**src/dictionary_word_histogram_defines.svh**
```systemverilog
// Assertion helpers shared by the histogram RTL.
`ifndef DICTIONARY_WORD_HISTOGRAM_DEFINES_SVH
`define DICTIONARY_WORD_HISTOGRAM_DEFINES_SVH

// Check a property on every clock edge outside reset.
`define DWH_ASSERT(label, prop, msg) \
  label: assert property (@(posedge clk) disable iff (rst) (prop)) else $error(msg);

// Check that a condition in one cycle is followed by another in the next.
`define DWH_ASSERT_NEXT(label, pre, post, msg) \
  label: assert property (@(posedge clk) disable iff (rst) (pre) |=> (post)) else $error(msg);

`endif

```
**src/dwh_pkg.sv**
```systemverilog
package dwh_pkg;

  localparam int NAME_COUNT     = 64;
  localparam int MAX_NAME_CHARS = 8;
  localparam int COUNT_BITS     = 32;

  localparam int CMD_BITS   = 2;
  localparam int BYTE_BITS  = 8;
  localparam int IDX_BITS   = 6;
  localparam int NAME_BITS  = 64;
  localparam int LEN_BITS   = 4;
  localparam int RCOUNT_BITS = 32;
  localparam int LANE_BITS  = 3;

  // Wide enough to number every cell and to hold any entry index.
  localparam int ID_BITS = (NAME_COUNT > 64) ? $clog2(NAME_COUNT) : IDX_BITS;

  typedef enum logic [CMD_BITS-1:0] {
    CMD_TEXT  = 2'd0,
    CMD_LOAD  = 2'd1,
    CMD_READ  = 2'd2,
    CMD_CLEAR = 2'd3
  } cmd_t;

  typedef enum logic [2:0] {
    OP_NOP,
    OP_CLOSE,
    OP_LOAD,
    OP_READ,
    OP_CLEAR
  } op_t;

  typedef struct packed {
    logic [CMD_BITS-1:0]  cmd;
    logic [BYTE_BITS-1:0] data_byte;
    logic [IDX_BITS-1:0]  entry_index;
    logic [NAME_BITS-1:0] name_chars;
    logic [LEN_BITS-1:0]  name_length;
  } req_t;

  typedef struct packed {
    logic [RCOUNT_BITS-1:0] match_count;
    logic [IDX_BITS-1:0]    entry_echo;
  } rsp_t;

  // Token handed from cell to cell.
  typedef struct packed {
    op_t                   op;
    logic [IDX_BITS-1:0]   index;
    logic [NAME_BITS-1:0]  chars;
    logic [LEN_BITS-1:0]   length;
    logic [COUNT_BITS-1:0] count;
  } tok_t;

  function automatic logic [NAME_BITS-1:0] byte_mask(input logic [LEN_BITS-1:0] len);
    logic [NAME_BITS-1:0] m;
    m = '0;
    for (int i = 0; i < NAME_BITS / 8; i++) begin
      if (LEN_BITS'(i) < len) m[i*8 +: 8] = 8'hFF;
    end
    return m;
  endfunction

  function automatic logic is_letter(input logic [BYTE_BITS-1:0] b);
    return b inside {[8'h41:8'h5A], [8'h61:8'h7A]};
  endfunction

endpackage

```
**src/dwh_cell.sv**
```systemverilog
module dwh_cell (
  input  logic                         clk,
  input  logic                         rst,
  input  logic                         advance,
  input  logic [dwh_pkg::ID_BITS-1:0]  cell_id,
  input  dwh_pkg::tok_t                tok_in,
  output dwh_pkg::tok_t                tok_out
);

  `include "dictionary_word_histogram_defines.svh"

  logic [dwh_pkg::NAME_BITS-1:0]  name_chars, name_chars_next;
  logic [dwh_pkg::LEN_BITS-1:0]   name_length, name_length_next;
  logic [dwh_pkg::COUNT_BITS-1:0] count, count_next;
  dwh_pkg::tok_t                  tok_next;
  logic                           hit;

  assign hit = dwh_pkg::ID_BITS'(tok_in.index) == cell_id;

  always_comb begin
    tok_next         = tok_in;
    name_chars_next  = name_chars;
    name_length_next = name_length;
    count_next       = count;
    case (tok_in.op)
      dwh_pkg::OP_CLOSE: begin
        if (tok_in.length == name_length && tok_in.chars == name_chars && count != '1)
          count_next = count + dwh_pkg::COUNT_BITS'(1);
      end
      dwh_pkg::OP_LOAD: begin
        if (hit) begin
          name_chars_next  = tok_in.chars;
          name_length_next = tok_in.length;
        end
      end
      dwh_pkg::OP_READ: begin
        if (hit) tok_next.count = count;
      end
      dwh_pkg::OP_CLEAR: count_next = '0;
      default: ;
    endcase
  end

  always_ff @(posedge clk) begin
    if (rst) begin
      name_length <= '0;
      count       <= '0;
      tok_out.op  <= dwh_pkg::OP_NOP;
    end else if (advance) begin
      name_length <= name_length_next;
      count       <= count_next;
      tok_out     <= tok_next;
    end
  end

  always_ff @(posedge clk) begin
    if (advance) begin
      name_chars <= name_chars_next;
    end
  end

  `DWH_ASSERT(a_count_monotonic,
    !$past(rst) && !($past(advance) && $past(tok_in.op) == dwh_pkg::OP_CLEAR)
      |-> count >= $past(count), "count dropped without a clear")

endmodule

```
**config.mk**
```make
export PLATFORM = sky130hd
export DESIGN_NAME = dwh_cell
export DESIGN_NICKNAME = d
export VERILOG_FILES = /design/src/dwh_pkg.sv /design/src/dwh_cell.sv
export VERILOG_INCLUDE_DIRS = /design/src /design/src/src
export SDC_FILE = /design/constraint.sdc
export NUM_CORES = 1
export LEC_CHECK = 0
export ABC_AREA = 1
export ABC_CLOCK_PERIOD_IN_PS = 9800
export BUFFER_PORTS_ARGS = -buffer_cell sky130_fd_sc_hd__buf_2
export CAP_MARGIN = 30
export CELL_PAD_IN_SITES_DETAIL_PLACEMENT = 1
export CELL_PAD_IN_SITES_GLOBAL_PLACEMENT = 2
export CORE_MARGIN = 8
export CORE_UTILIZATION = 30
export DETAILED_ROUTE_END_ITERATION = 12
export MAX_ROUTING_LAYER = met4
export PLACE_DENSITY = 0.82
export SYNTH_ARGS = -nofsm -noshare
export SYNTH_HDL_FRONTEND = slang
export SYNTH_SLANG_ARGS = --single-unit
```
**constraint.sdc**
```tcl
create_clock -name clk -period 9.8 [get_ports clk]
set_clock_uncertainty 0.2 [all_clocks]
set_input_delay 1.96 -clock clk [delete_from_list [all_inputs] [get_ports clk]]
set_output_delay 1.96 -clock clk [all_outputs]
set_load 0.02 [all_outputs]
```
Word level (Yosys, flattened, before mapping)
Cells that the tools add are included.
- bits in registers: 209
- bits of input ports: 118
- word-level logic and storage cells: 29
- add/sub/neg operators: 1
- equal/unequal tests: 9
- mux-type cells: 4
- bitwise gates (word level): 1
- reduce and logical (&&, ||, !) cells: 6
- operators with widths (operator ; count):
    two-way mux 32 bit ; 3
    equality test 64 bit ; 1
    one-hot mux 32 bit (2 select lines) ; 1
    adder 32 x 1 -> 32 bit (second input constant) ; 1
    inequality test 32 bit (second input constant) ; 1
    equality test 3 x 2 -> 1 bit (second input constant) ; 2
    equality test 6 bit ; 1
    AND reduction 3 bit ; 2
    equality test 4 bit ; 1
    equality test 3 x 1 -> 1 bit (second input constant) ; 1
    equality test 3 bit (second input constant) ; 1
    logical AND 1 bit ; 2
    inequality test 2 bit (second input constant) ; 1
    AND reduction 2 bit ; 1
    nonzero test 2 bit ; 1
    NOT 1 bit ; 1

Logic depth before layout (Yosys ltp)
- depth after elaboration: 5
- depth in mapped cells: 14

Least setup slack after synthesis
No wires, ideal clock.
- kind: input to register
- start: input port advance
- end: register tok_out[0] (netlist bit) (enable)
- library setup time: 0.572 ns
- data arrival time: 6.675 ns
- required time: 9.028 ns
- slack: 2.353 ns
- stages on the path: 3
- cell sequence: clkbuf_1 -> inv_1 -> nor2_1
- word-level cells in the longest chain between the ends: 1
- RTL lines (item ; RTL line ; RTL):
    from (decl) ; dwh_cell.sv:4 ; input logic advance,
    AND reduction 2 bit (no line) ; -- ;
    to (signal assigned) ; dwh_cell.sv:52 ; tok_out <= tok_next;
    to (decl) ; dwh_cell.sv:7 ; output dwh_pkg::tok_t tok_out
No other way between the ends.
A chain may end at the register's enable or synchronous reset.

Final worst setup path
- start: input port cell_id[4] (netlist bit)
- end: register name_chars[59] (netlist bit) (enable)
- word-level cells in the longest chain between the ends: 2
- RTL lines (item ; RTL line ; RTL):
    from (decl) ; dwh_cell.sv:5 ; input logic [dwh_pkg::ID_BITS-1:0] cell_id,
    equality test 6 bit ; dwh_cell.sv:18 ; assign hit = dwh_pkg::ID_BITS'(tok_in.index) == cell_id;
    AND reduction 3 bit (no line) ; -- ;
    to (signal assigned) ; dwh_cell.sv:58 ; name_chars <= name_chars_next;
    to (decl) ; dwh_cell.sv:12 ; logic [dwh_pkg::NAME_BITS-1:0] name_chars, name_chars_next;
No other way between the ends.

==> impl_results.md <==
- Outcome: finished clean
- Vias per cell: 4.54
- Max VDD drop: 105 uV
- Post-synthesis cell type count: 31
- DIE HEIGHT: ~190 um
- Root buf cell: clkbuf_16
- Power Internal: between 1.5 and 2 mW
- Tcrit/Tclk final: 0.434
- Worst Max-Slew Pin Slew: 0.873 ns
- Most frequent cells in the layout: nand2_1 (279), buf_2 (226), edfxtp_1 (170)
- Fill cells: around 3.5k
- Fmax achieved: 235 MHz
- DR vias: 7445
- CP arrival: between 4 and 5 ns
- FF-to-FF path depth: 14
- Clk_lat worst skew: 0.52 ns
- Area grow syn2layout: 26.4%
- CP Launch Type: input port
- Number of gates resized after CTS: 0
- Drt first pass iters: 4
- Die ar.: 37100 um^2
- Placed insts: 1598
- RePlAce Congestion: roughly 0.80
- Clock share of power: 0.448
- Std-Cell Rows: 64
- DR iter-0 viols: 318
- Longest Clk Path Bufs: 3
- Max FO, Critical Path: 50
- Cts bufs inserted: 24
- Slew headroom: 0.417
- Syn Area/Cell: around 9.4 um^2
- Layout cell share with drive strength beyond 1: 0.233
- Hpwl dp: between 20 and 25 mm
- Seq/Total Area, Yosys: 0.629
- Clk sink count: 209
- Place WS: approximately 5 ns
- Non-Filler Instances: 1641
- Yosys top cell by area: edfxtp_1
- Dominant cells by area after synthesis: edfxtp_1 (55%), nand2_1 (11%), dfxtp_1 (8.3%)
- First-pass GRT wire length: 43.4 mm
- Crit. Startpoint: cell_id[4]
- Final Util: 0.386
- Clock transition at the registers of the reported paths: 0.06 ns
- RSZ-0062 raised after global routing: false
- Final setup TNS: 0 ns
- Detailed Route WL: 28.4 mm
- Final net count: 1347
- Fin crit period: 4.25 ns
- Area share of the largest cell type after synthesis: 0.545
- Avg WL per Cell: 17.3 um
- IO Port Bufs: roughly 230
- Final Max Tran Viols: 0
- I/O pin cnt: 227
- Die X: 193 um
- Pleak: just under 5 nW
- H-tree depth: 1
- Total nets after synthesis: 1112
- Required time worst endpoint: 9.74 ns
- Comb pwr share: 0.085
- Cells after Synth: 993
- Yosys warns: 0
- Worst Hold Depth: 2
- Most common cell after layout, fill and taps aside: nand2_1
- Sw Ratio: 0.236
- Hold-fix buffers, CTS: 0
- TritonCTS clock tree: built
- Pwr/cell area: ~180 nW/um^2
- ANT nets after route: 0
- MaxCap Viol Count: 0
- Reg-to-reg setup timing slack: 7.16 ns
- Core Region: between 30000 and 40000 um^2
- Fin. Hold Viols: 0
- Gr usage total: 0.152
- P_sw: 510 uW
- # DRC: 0
- Setup bufs post-CTS: 0
- CP Capture Type: flop
- Worst Setup EP: name_chars[59]
- Worst setup margin: 5.55 ns
- Global route overflow: 0
- Syn Std Cell Area: 9360 um^2
- Reg-to-reg endpoint: count[28]
- Placed Area: around 11000 um^2
- RR Startpoint: count[0]
- Crit Path Class: in2reg
- Final instance area: 11800 um^2
- Hold/Removal Path Class: reg2reg
- Flop pwr share: 0.467
- Vias in the first global route: 7941
- Seq cells post-synth: between 200 and 250
- Pin count of the biggest net entering global routing: 59
- Final setup viols: 0
- Initial antenna violation count: 1
- Starting Density: 0.305
## area by class of cell
class                      instances  area (um^2)  area share
sequential                       209         5890       0.498
clock inverter                    15          203      0.0171
clock buffer                      27          633      0.0535
tap                              396          495      0.0419
inverter                         125          469      0.0397
timing repair buffer             233         1240       0.105
multi-input combinational        635         2900       0.245
antenna                            1         2.50    0.000212
## per-layer routing
| metal | vias up | global-route usage | wire (um) |
|---|---|---|---|
| li1 | 3698 | - | - |
| met3 | 29 | 0.0287 | 1820 |
| met5 | - | - | 0 |
| met2 | 150 | 0.272 | 14500 |
| met4 | 0 | 0.0259 | 318 |
| met1 | 3568 | 0.176 | 11700 |
## kinds of logic after synthesis
logic type,count (synthesis),synth area share
AOI/OAI and AO/OA,88,0.0501
xor gates and xnor gates,34,0.0318
adders and majority gates,1,0.00134
buffers and inverters,149,0.0631
DFF,209,0.629
and+or+nand+nor,512,0.225
## per-stage QoR
step | hold WS [ns] | power [mW]
after CTS | 0.291 | 2.20
final | 0.281 | 2.16
after detailed placement | 0.281 | 1.22
after global placement | 0.267 | 1.21
after floorplan | 0.245 | 1.13
after global routing | 0.317 | 2.25
## synthesized netlist by cell type, drive strengths merged
cell and count:
a211oi 1, a21oi 41, buf 9, clkbuf 15
clkinv 1, dfxtp 39, edfxtp 170, ha 1
inv 124, nand2 284, nand3 69, nand4 6
nor2 135, nor3 16, nor3b 1, nor4 1
o211ai 1, o21ai 44, o22ai 1, xnor2 21
xor2 13
## registers in the layout (all words and copies together) (netlist names)
name,count
name_length,4
count,32
tok_out,109
name_chars,64
## worst min path at each step
stage,end,start,slack (ns)
CTS,name_length[3],name_length[3],0.29
floorplan,name_length[1],name_length[1],0.24
detailed placement,name_length[3],name_length[3],0.28
global route,name_length[3],name_length[3],0.32
global placement,name_length[2],name_length[2],0.27
finish,name_length[3],name_length[3],0.28
## power by group through the flow
| stage | registers [mW] | clock network [mW] | logic (mW) |
|---|---|---|---|
| after floorplan | 1.07 | 0 | 0.0629 |
| after CTS | 1.01 | 1.00 | 0.188 |
| after global routing | 1.01 | 1.03 | 0.203 |
| final | 1.01 | 0.969 | 0.183 |
| after global placement | 1.03 | 0 | 0.179 |
| after detailed placement | 1.03 | 0 | 0.187 |
## critical path, cell delays in order
cell	delay [ns]
buf_2	0.10
xor2_1	0.15
nor2_1	0.10
nand3_1	0.09
nor3_1	0.29
nand4_1	0.38
inv_2	0.45
buf_4	0.61
(Power assumes the default switching activity.)
