$ cat src/dictionary_word_histogram_defines.svh
// Assertion helpers shared by the histogram RTL.
`ifndef DICTIONARY_WORD_HISTOGRAM_DEFINES_SVH
`define DICTIONARY_WORD_HISTOGRAM_DEFINES_SVH

// Check a property on every clock edge outside reset.
`define DWH_ASSERT(label, prop, msg) \
  label: assert property (@(posedge clk) disable iff (rst) (prop)) else $error(msg);

// Check that a condition in one cycle is followed by another in the next.
`define DWH_ASSERT_NEXT(label, pre, post, msg) \
  label: assert property (@(posedge clk) disable iff (rst) (pre) |=> (post)) else $error(msg);

`endif

$ cat src/dwh_pkg.sv
package dwh_pkg;

  localparam int NAME_COUNT     = 64;
  localparam int MAX_NAME_CHARS = 8;
  localparam int COUNT_BITS     = 32;

  localparam int CMD_BITS   = 2;
  localparam int BYTE_BITS  = 8;
  localparam int IDX_BITS   = 6;
  localparam int NAME_BITS  = 64;
  localparam int LEN_BITS   = 4;
  localparam int RCOUNT_BITS = 32;
  localparam int LANE_BITS  = 3;

  // Wide enough to number every cell and to hold any entry index.
  localparam int ID_BITS = (NAME_COUNT > 64) ? $clog2(NAME_COUNT) : IDX_BITS;

  typedef enum logic [CMD_BITS-1:0] {
    CMD_TEXT  = 2'd0,
    CMD_LOAD  = 2'd1,
    CMD_READ  = 2'd2,
    CMD_CLEAR = 2'd3
  } cmd_t;

  typedef enum logic [2:0] {
    OP_NOP,
    OP_CLOSE,
    OP_LOAD,
    OP_READ,
    OP_CLEAR
  } op_t;

  typedef struct packed {
    logic [CMD_BITS-1:0]  cmd;
    logic [BYTE_BITS-1:0] data_byte;
    logic [IDX_BITS-1:0]  entry_index;
    logic [NAME_BITS-1:0] name_chars;
    logic [LEN_BITS-1:0]  name_length;
  } req_t;

  typedef struct packed {
    logic [RCOUNT_BITS-1:0] match_count;
    logic [IDX_BITS-1:0]    entry_echo;
  } rsp_t;

  // Token handed from cell to cell.
  typedef struct packed {
    op_t                   op;
    logic [IDX_BITS-1:0]   index;
    logic [NAME_BITS-1:0]  chars;
    logic [LEN_BITS-1:0]   length;
    logic [COUNT_BITS-1:0] count;
  } tok_t;

  function automatic logic [NAME_BITS-1:0] byte_mask(input logic [LEN_BITS-1:0] len);
    logic [NAME_BITS-1:0] m;
    m = '0;
    for (int i = 0; i < NAME_BITS / 8; i++) begin
      if (LEN_BITS'(i) < len) m[i*8 +: 8] = 8'hFF;
    end
    return m;
  endfunction

  function automatic logic is_letter(input logic [BYTE_BITS-1:0] b);
    return b inside {[8'h41:8'h5A], [8'h61:8'h7A]};
  endfunction

endpackage

$ cat src/dwh_word_unit.sv
module dwh_word_unit (
  input  logic          clk,
  input  logic          rst,
  input  logic          accept,
  input  logic          req_valid,
  input  dwh_pkg::req_t req,
  output dwh_pkg::tok_t tok
);

  `include "dictionary_word_histogram_defines.svh"

  localparam logic [dwh_pkg::LEN_BITS-1:0] MaxLen = dwh_pkg::LEN_BITS'(dwh_pkg::MAX_NAME_CHARS);
  localparam logic [dwh_pkg::LEN_BITS-1:0] TooLong =
    dwh_pkg::LEN_BITS'(dwh_pkg::MAX_NAME_CHARS + 1);

  logic [dwh_pkg::NAME_BITS-1:0] word_buffer, word_buffer_next;
  logic [dwh_pkg::LEN_BITS-1:0]  word_length, word_length_next;
  logic                          letter;

  assign letter = dwh_pkg::is_letter(req.data_byte);

  always_comb begin
    word_buffer_next = word_buffer;
    word_length_next = word_length;
    tok              = '0;
    tok.op           = dwh_pkg::OP_NOP;
    tok.index        = req.entry_index;
    if (req_valid) begin
      case (dwh_pkg::cmd_t'(req.cmd))
        dwh_pkg::CMD_TEXT: begin
          if (letter) begin
            if (word_length < MaxLen) begin
              word_buffer_next[word_length[dwh_pkg::LANE_BITS-1:0]*8 +: 8] = req.data_byte;
              word_length_next = word_length + dwh_pkg::LEN_BITS'(1);
            end else begin
              word_length_next = TooLong;
            end
          end else begin
            // Close the word; empty and overlong words go down as bubbles.
            if (word_length != '0 && word_length <= MaxLen) begin
              tok.op     = dwh_pkg::OP_CLOSE;
              tok.chars  = word_buffer;
              tok.length = word_length;
            end
            word_buffer_next = '0;
            word_length_next = '0;
          end
        end
        dwh_pkg::CMD_LOAD: begin
          tok.op = dwh_pkg::OP_LOAD;
          if (req.name_length <= MaxLen) begin
            tok.chars  = req.name_chars & dwh_pkg::byte_mask(req.name_length);
            tok.length = req.name_length;
          end
        end
        dwh_pkg::CMD_READ:  tok.op = dwh_pkg::OP_READ;
        dwh_pkg::CMD_CLEAR: tok.op = dwh_pkg::OP_CLEAR;
        default:            tok.op = dwh_pkg::OP_NOP;
      endcase
    end
  end

  always_ff @(posedge clk) begin
    if (rst) begin
      word_buffer <= '0;
      word_length <= '0;
    end else if (accept) begin
      word_buffer <= word_buffer_next;
      word_length <= word_length_next;
    end
  end

  `DWH_ASSERT(a_len_bound, word_length <= TooLong, "word length beyond overlong mark")
  `DWH_ASSERT_NEXT(a_close_clears,
    accept && req.cmd == dwh_pkg::CMD_TEXT && !letter,
    word_length == '0 && word_buffer == '0, "word not cleared after separator")

endmodule

$ cat config.mk
export PLATFORM = sky130hd
export DESIGN_NAME = dwh_word_unit
export DESIGN_NICKNAME = d
export VERILOG_FILES = /design/src/dwh_pkg.sv /design/src/dwh_word_unit.sv
export VERILOG_INCLUDE_DIRS = /design/src /design/src/src
export SDC_FILE = /design/constraint.sdc
export NUM_CORES = 1
export LEC_CHECK = 0
export ABC_AREA = 1
export BUFFER_PORTS_ARGS = -buffer_cell sky130_fd_sc_hd__buf_2
export CAP_MARGIN = 25
export CORE_MARGIN = 3
export CORE_UTILIZATION = 50
export DETAILED_ROUTE_END_ITERATION = 7
export GPL_TIMING_DRIVEN = 1
export PLACE_DENSITY = 0.82
export REMOVE_ABC_BUFFERS = 1
export SYNTH_ARGS = -nofsm -noshare
export SYNTH_HDL_FRONTEND = slang
export SYNTH_SLANG_ARGS = --single-unit
$ cat constraint.sdc
create_clock -name clk -period 3.9 [get_ports clk]
set_input_delay 0.39 -clock clk [delete_from_list [all_inputs] [get_ports clk]]
set_output_delay 0.39 -clock clk [all_outputs]
set_load 0.03 [all_outputs]
# Word level (Yosys, flattened, before mapping)
# Index checks and enable logic that the tools add are counted.
[classes]
order_cmp = 15
n_reduce_logical = 8
n_eq_ne = 4
n_mux = 46
shifts = 2
addsub = 2
bitwise_logic = 1
[op_table]
columns = ["operator", "n"]
rows = [
  ["$mux 68", 4],
  ["$mux 8", 32],
  ["$pmux 68 s2", 1],
  ["$mux 64", 2],
  ["$and 64x64->64", 1],
  ["$bwmux 64", 1],
  ["$shift 8x34->64 const A", 1],
  ["$shiftx 8x34->64", 1],
  ["$neg 6->34", 1],
  ["$ge 8x7->1 const B", 2],
  ["$le 8x7->1 const B", 2],
  ["$lt 3x4->1 const A", 4],
  ["$pmux 3 s4", 1],
  ["$le 4x4->1 const B", 2],
  ["$lt 1x4->1 const A", 2],
  ["$lt 2x4->1 const A", 2],
  ["$mux 4", 2],
  ["$add 4x1->4 const B", 1],
  ["$eq 2x2->1 const B", 2],
  ["$lt 4x4->1 const B", 1],
  ["$reduce_and 4->1", 1],
  ["$reduce_bool 4->1", 1],
  ["$logic_and 1x1->1", 3],
  ["$mux 3", 1],
  ["other kinds (6)", 7],
]
[totals]
register_bits = 68
word_cells = 80
output_inout_bits = 109

# Logic depth before layout (Yosys ltp)
[logic_depth]
word_depth = 9
ltp_mapped = 12

# Worst setup path before layout
# OpenSTA, ideal clock, no wires.
[synth_timing]
path_kind = "flip-flop to output port"
startpoint = "register word_length[0] (netlist name)"
endpoint = "output tok[90] (netlist name)"
t_arrival_ns = 1.817
setup_slack_ns = 1.693
required_time_ns = 3.510
n_path_buf = 2
path_stages_with_launch = 10
cell_sequence = "dfxtp_1 buf_4 inv_4 ha_1 a21oi_1 nor2_1 nor2_4 buf_2 nand3_1 a21oi_1"
[synth_rtl]
columns = ["element", "line", "source"]
rows = [
  ["from (decl)", "dwh_word_unit.sv:17", "logic [dwh_pkg::LEN_BITS-1:0] word_length, word_length_next;"],
  ["from (signal assigned)", "dwh_word_unit.sv:69", "word_length <= word_length_next;"],
  ["to (decl)", "dwh_word_unit.sv:7", "output dwh_pkg::tok_t tok"],
]

==> flow_summary.rst <==
.. list-table::
   :header-rows: 1

   * - Metric
     - Value
   * - Result of the run
     - finished clean
   * - Sequential element share of the synthesized area
     - 0.257
   * - DRC
     - 0
   * - Number of endpoints failing setup at the final stage
     - 0
   * - Required time at the worst-slack endpoint
     - ~3.5 ns
   * - Global Route met1 Usage
     - 0.299
   * - Net count, final
     - ~990
   * - Setup fix buffers added after clock tree synthesis
     - 0
   * - Number of cells on the critical path
     - 9
   * - Share of the synthesized area in the top cell type
     - 0.257
   * - Fraction of the mapped netlist area in adder cells
     - 0.0189
   * - Power, Total
     - 1.53 mW
   * - Worst Path Arrival
     - ~2.6 ns
   * - Worst setup slack after layout
     - around 0.96 ns
   * - Starting Density
     - 0.528
   * - H-tree depth reported by CTS
     - 3
   * - Resized cells post-CTS
     - 0
   * - Cts bufs inserted
     - 9
   * - Standard cell core area
     - 10,000 sq um
   * - R2R Setup Slk
     - around 1.1 ns
   * - Vias/cell
     - ~5.3
   * - Total of warnings raised by yosys
     - 0
   * - DRC violation total after the first TritonRoute iteration
     - between 300 and 400
   * - Global routing's busiest layer
     - met2
   * - Most area-hungry cell type in the Yosys netlist
     - dfxtp_1
   * - Crit Reg-Reg Startpoint
     - word_length[0]$_SDFFE_PP0P_
   * - Compound-gate portion of the synthesized area
     - 0.160
   * - Share of layout cells above drive strength 1
     - 0.328
   * - Worst stage delay on the critical path
     - roughly 0.57 ns
   * - Met3 global-route usage
     - 0.0491
   * - Quantity of hold-fixing buffers added after cts
     - 0
   * - Critical path startpoint category
     - register
   * - DP Wirelength
     - 10,300 um
   * - Category of the critical setup timing path
     - register to primary output
   * - Prevailing post-synth register cell
     - dfxtp_1
   * - Port bufs
     - approximately 150
   * - Placed Instance Area
     - 5880 sq um
   * - Class of the tightest hold or removal check
     - primary input to register
   * - Setup Total Neg Slack
     - 0 ns
   * - Critical path's slowest cell
     - dfxtp_1
   * - Post-detailed-route count of antenna-violating nets
     - 0
   * - CP max FO
     - 34
   * - Maximum ir drop on the vdd rail
     - 0.182 mV
   * - Post-Synthesis Mean Instance Area
     - around 7 sq um
   * - TritonCTS clock tree
     - built
   * - Area of the die
     - approximately 12,000 sq um
   * - Number of optimization iterations in the first detailed-route pass
     - 5
   * - Clock sink count
     - just under 70
   * - Layout area overhead
     - 14.2%
   * - Cells taking the most area after synthesis
     - dfxtp_1 (26%), nand3_1 (12%), nand3_2 (8.1%)
   * - Power density relative to cell area
     - about 250 nW/um^2
   * - Pin slew with the least headroom to its limit
     - just under 0.8 ns
   * - Number of unique standard cell types used by synthesis
     - 31
   * - Final routed wire length divided by cell count
     - between 10 and 15 um
   * - Pin count of the biggest net entering global routing
     - 48
   * - Fraction of synthesis flops using an asynchronous set or reset pin
     - 0
   * - Most common cell on crit path
     - a21oi_1
   * - Global-route wire length before repair
     - about 23,000 um
   * - Clock root buffer
     - clkbuf_8
   * - GRT met2 Usage
     - 0.400
   * - Largest family of logic cells by synthesized area
     - simple AND/OR/NAND/NOR gates
   * - Final standard cell utilization of the core
     - 0.603
   * - Clock network latency to the later pin of the worst-skew pair
     - 0.36 ns
   * - Mapped cell area
     - roughly 5300 sq um
   * - Final Slew Violations
     - 0
   * - Via Count
     - approximately 5,400
   * - Simple-Gate Fraction of Synth Area
     - 0.415
   * - Cell Rows
     - 36
   * - Final period util
     - 0.754
   * - Xor/xnor cell area share of the yosys netlist
     - 0
   * - Endpoint of the worst register-to-register path
     - word_buffer[37]$_SDFFE_PP0P_
   * - Overall die height
     - about 110 um
   * - Overall overflow remaining after global route
     - 0
   * - Most common cell after layout, fill and taps aside
     - buf_2
   * - Worst setup startpoint
     - word_length[0]$_SDFFE_PP0P_
   * - Worst hold margin
     - ~0.36 ns
   * - Total of flip-flops plus latches after synthesis
     - 68
   * - Time the final worst path needs with I/O delays and setup
     - 2.94 ns
   * - Depth of the worst register-to-register path
     - 10
   * - Mux cell area share after synthesis
     - 0
   * - Final instance area
     - 6060 sq um
   * - Count of non-filler cells in the finished layout
     - approximately 1,000
   * - Antenna Diode Count
     - 0
   * - Lkg Pwr
     - 2.53 nW
   * - Worst slew margin
     - 0.477
   * - Routability cong.
     - 0.976
   * - DP Worst Slack
     - 1.17 ns
   * - Critical path endpoint
     - tok[33]
   * - Number of cells after detailed placement
     - between 1,000 and 1,500
   * - Global-route usage over all layers
     - 0.236
   * - Buffer and inverter count on the worst path
     - 3
   * - Clock tree buffer depth
     - 2
   * - Commonest cells after routing, fill and taps aside
     - buf_2 (152), nand3_1 (132), nand2_1 (110), nor2_1 (75), a21oi_1 (74)
   * - Filler cell count
     - a little under 1,000
   * - Final wirelength
     - roughly 14,000 um
   * - Ordered cell list for the critical path
     - inv_4, ha_1, a21oi_1, nor2_1, nor2_4, buf_4, nand3_1, a21oi_1, buf_2
   * - Vias in the first global route
     - approximately 4,800
   * - Total of max-cap violations
     - 0
   * - Worst clock skew on the final layout
     - 0.00530 ns
   * - Clock transition at the registers of the reported paths
     - around 0.070 ns
   * - Number of top-level pins
     - around 200
   * - Category of the worst setup path capture point
     - primary output
   * - Upper clock frequency limit
     - approximately 0.34 GHz
   * - Cell family with the largest share of critical-path delay
     - buffers and inverters
   * - RSZ-0062 raised after global routing
     - false
   * - Instance count of the mapped netlist
     - about 770
   * - Die W
     - around 110 um
   * - Number of antenna violations at the first check in global routing
     - 0
   * - Number of endpoints with negative hold slack in the final report
     - 0
   * - Number of enable-type register cells in the synthesized netlist
     - 0
-- tightest hold or removal path, stage by stage --
cell     delay, ns
buf_2         0.11
nand2_1       0.06
nand2_1       0.04
inv_1         0.04
nor2_1        0.03
-- worst min-delay path by stage --
stage | from | endpoint | cells after the start
2_1_floorplan | word_buffer[7]$_SDFFE_PP0P_ | word_buffer[7]$_SDFFE_PP0P_ | 2
3_3_place_gp | word_buffer[7]$_SDFFE_PP0P_ | word_buffer[7]$_SDFFE_PP0P_ | 2
6_report | req[79] | word_buffer[5]$_SDFFE_PP0P_ | 5
3_5_place_dp | word_buffer[7]$_SDFFE_PP0P_ | word_buffer[7]$_SDFFE_PP0P_ | 2
4_1_cts | req[79] | word_buffer[5]$_SDFFE_PP0P_ | 5
5_1_grt | req[79] | word_buffer[5]$_SDFFE_PP0P_ | 5
-- layer usage --
layer	vias to the layer above	routed length, um	share of wire
met2	206	6770	0.48
met4	0	273	0.019
met3	24	1010	0.072
met5	-	0	0
li1	2778	-	-
met1	2402	6040	0.43
-- state kept, by name, summed over array words and instances, names as in the netlist --
signal,cells
word_buffer,64
word_length,4
-- synth_stat cells (6+ instances only) --
| library cell | count |
|---|---|
| a21oi_1 | 74 |
| a21oi_2 | 40 |
| buf_2 | 21 |
| buf_4 | 42 |
| clkbuf_1 | 16 |
| dfxtp_1 | 68 |
| ha_1 | 8 |
| inv_1 | 47 |
| inv_2 | 9 |
| nand2_1 | 110 |
| nand2_2 | 6 |
| nand3_1 | 132 |
| nand3_2 | 43 |
| nand4_1 | 21 |
| nor2_1 | 75 |
| nor3b_1 | 7 |
| o21ai_1 | 16 |
-- cells by family (layout without fill, tap and decap cells) --
kind of cell	after synthesis	count (layout)
and+or+nand+nor	413	413
buffers and inverters	146	236
AOI/OAI and AO/OA	138	138
DFF	68	68
adders and majority gates	8	8
other	1	32
-- area by class of cell --
type | count | area (sq um) | share of cell area
clock buffers | 11 | 151 | 0.0250
clock inverters | 4 | 25.0 | 0.00413
well taps | 133 | 166 | 0.0275
flip-flops and latches | 68 | 1360 | 0.225
inverters | 57 | 216 | 0.0357
repair buffers | 164 | 851 | 0.140
multi-input cells | 591 | 3290 | 0.542
-- report_power, final --
part,leakage (nW),internal [mW],switching [mW],total (mW)
logic,1.90,0.0754,0.223,0.298
registers,0.549,0.702,0.00560,0.707
clock network,0.0872,0.259,0.270,0.529
Power figures use the tool's default switching activity.
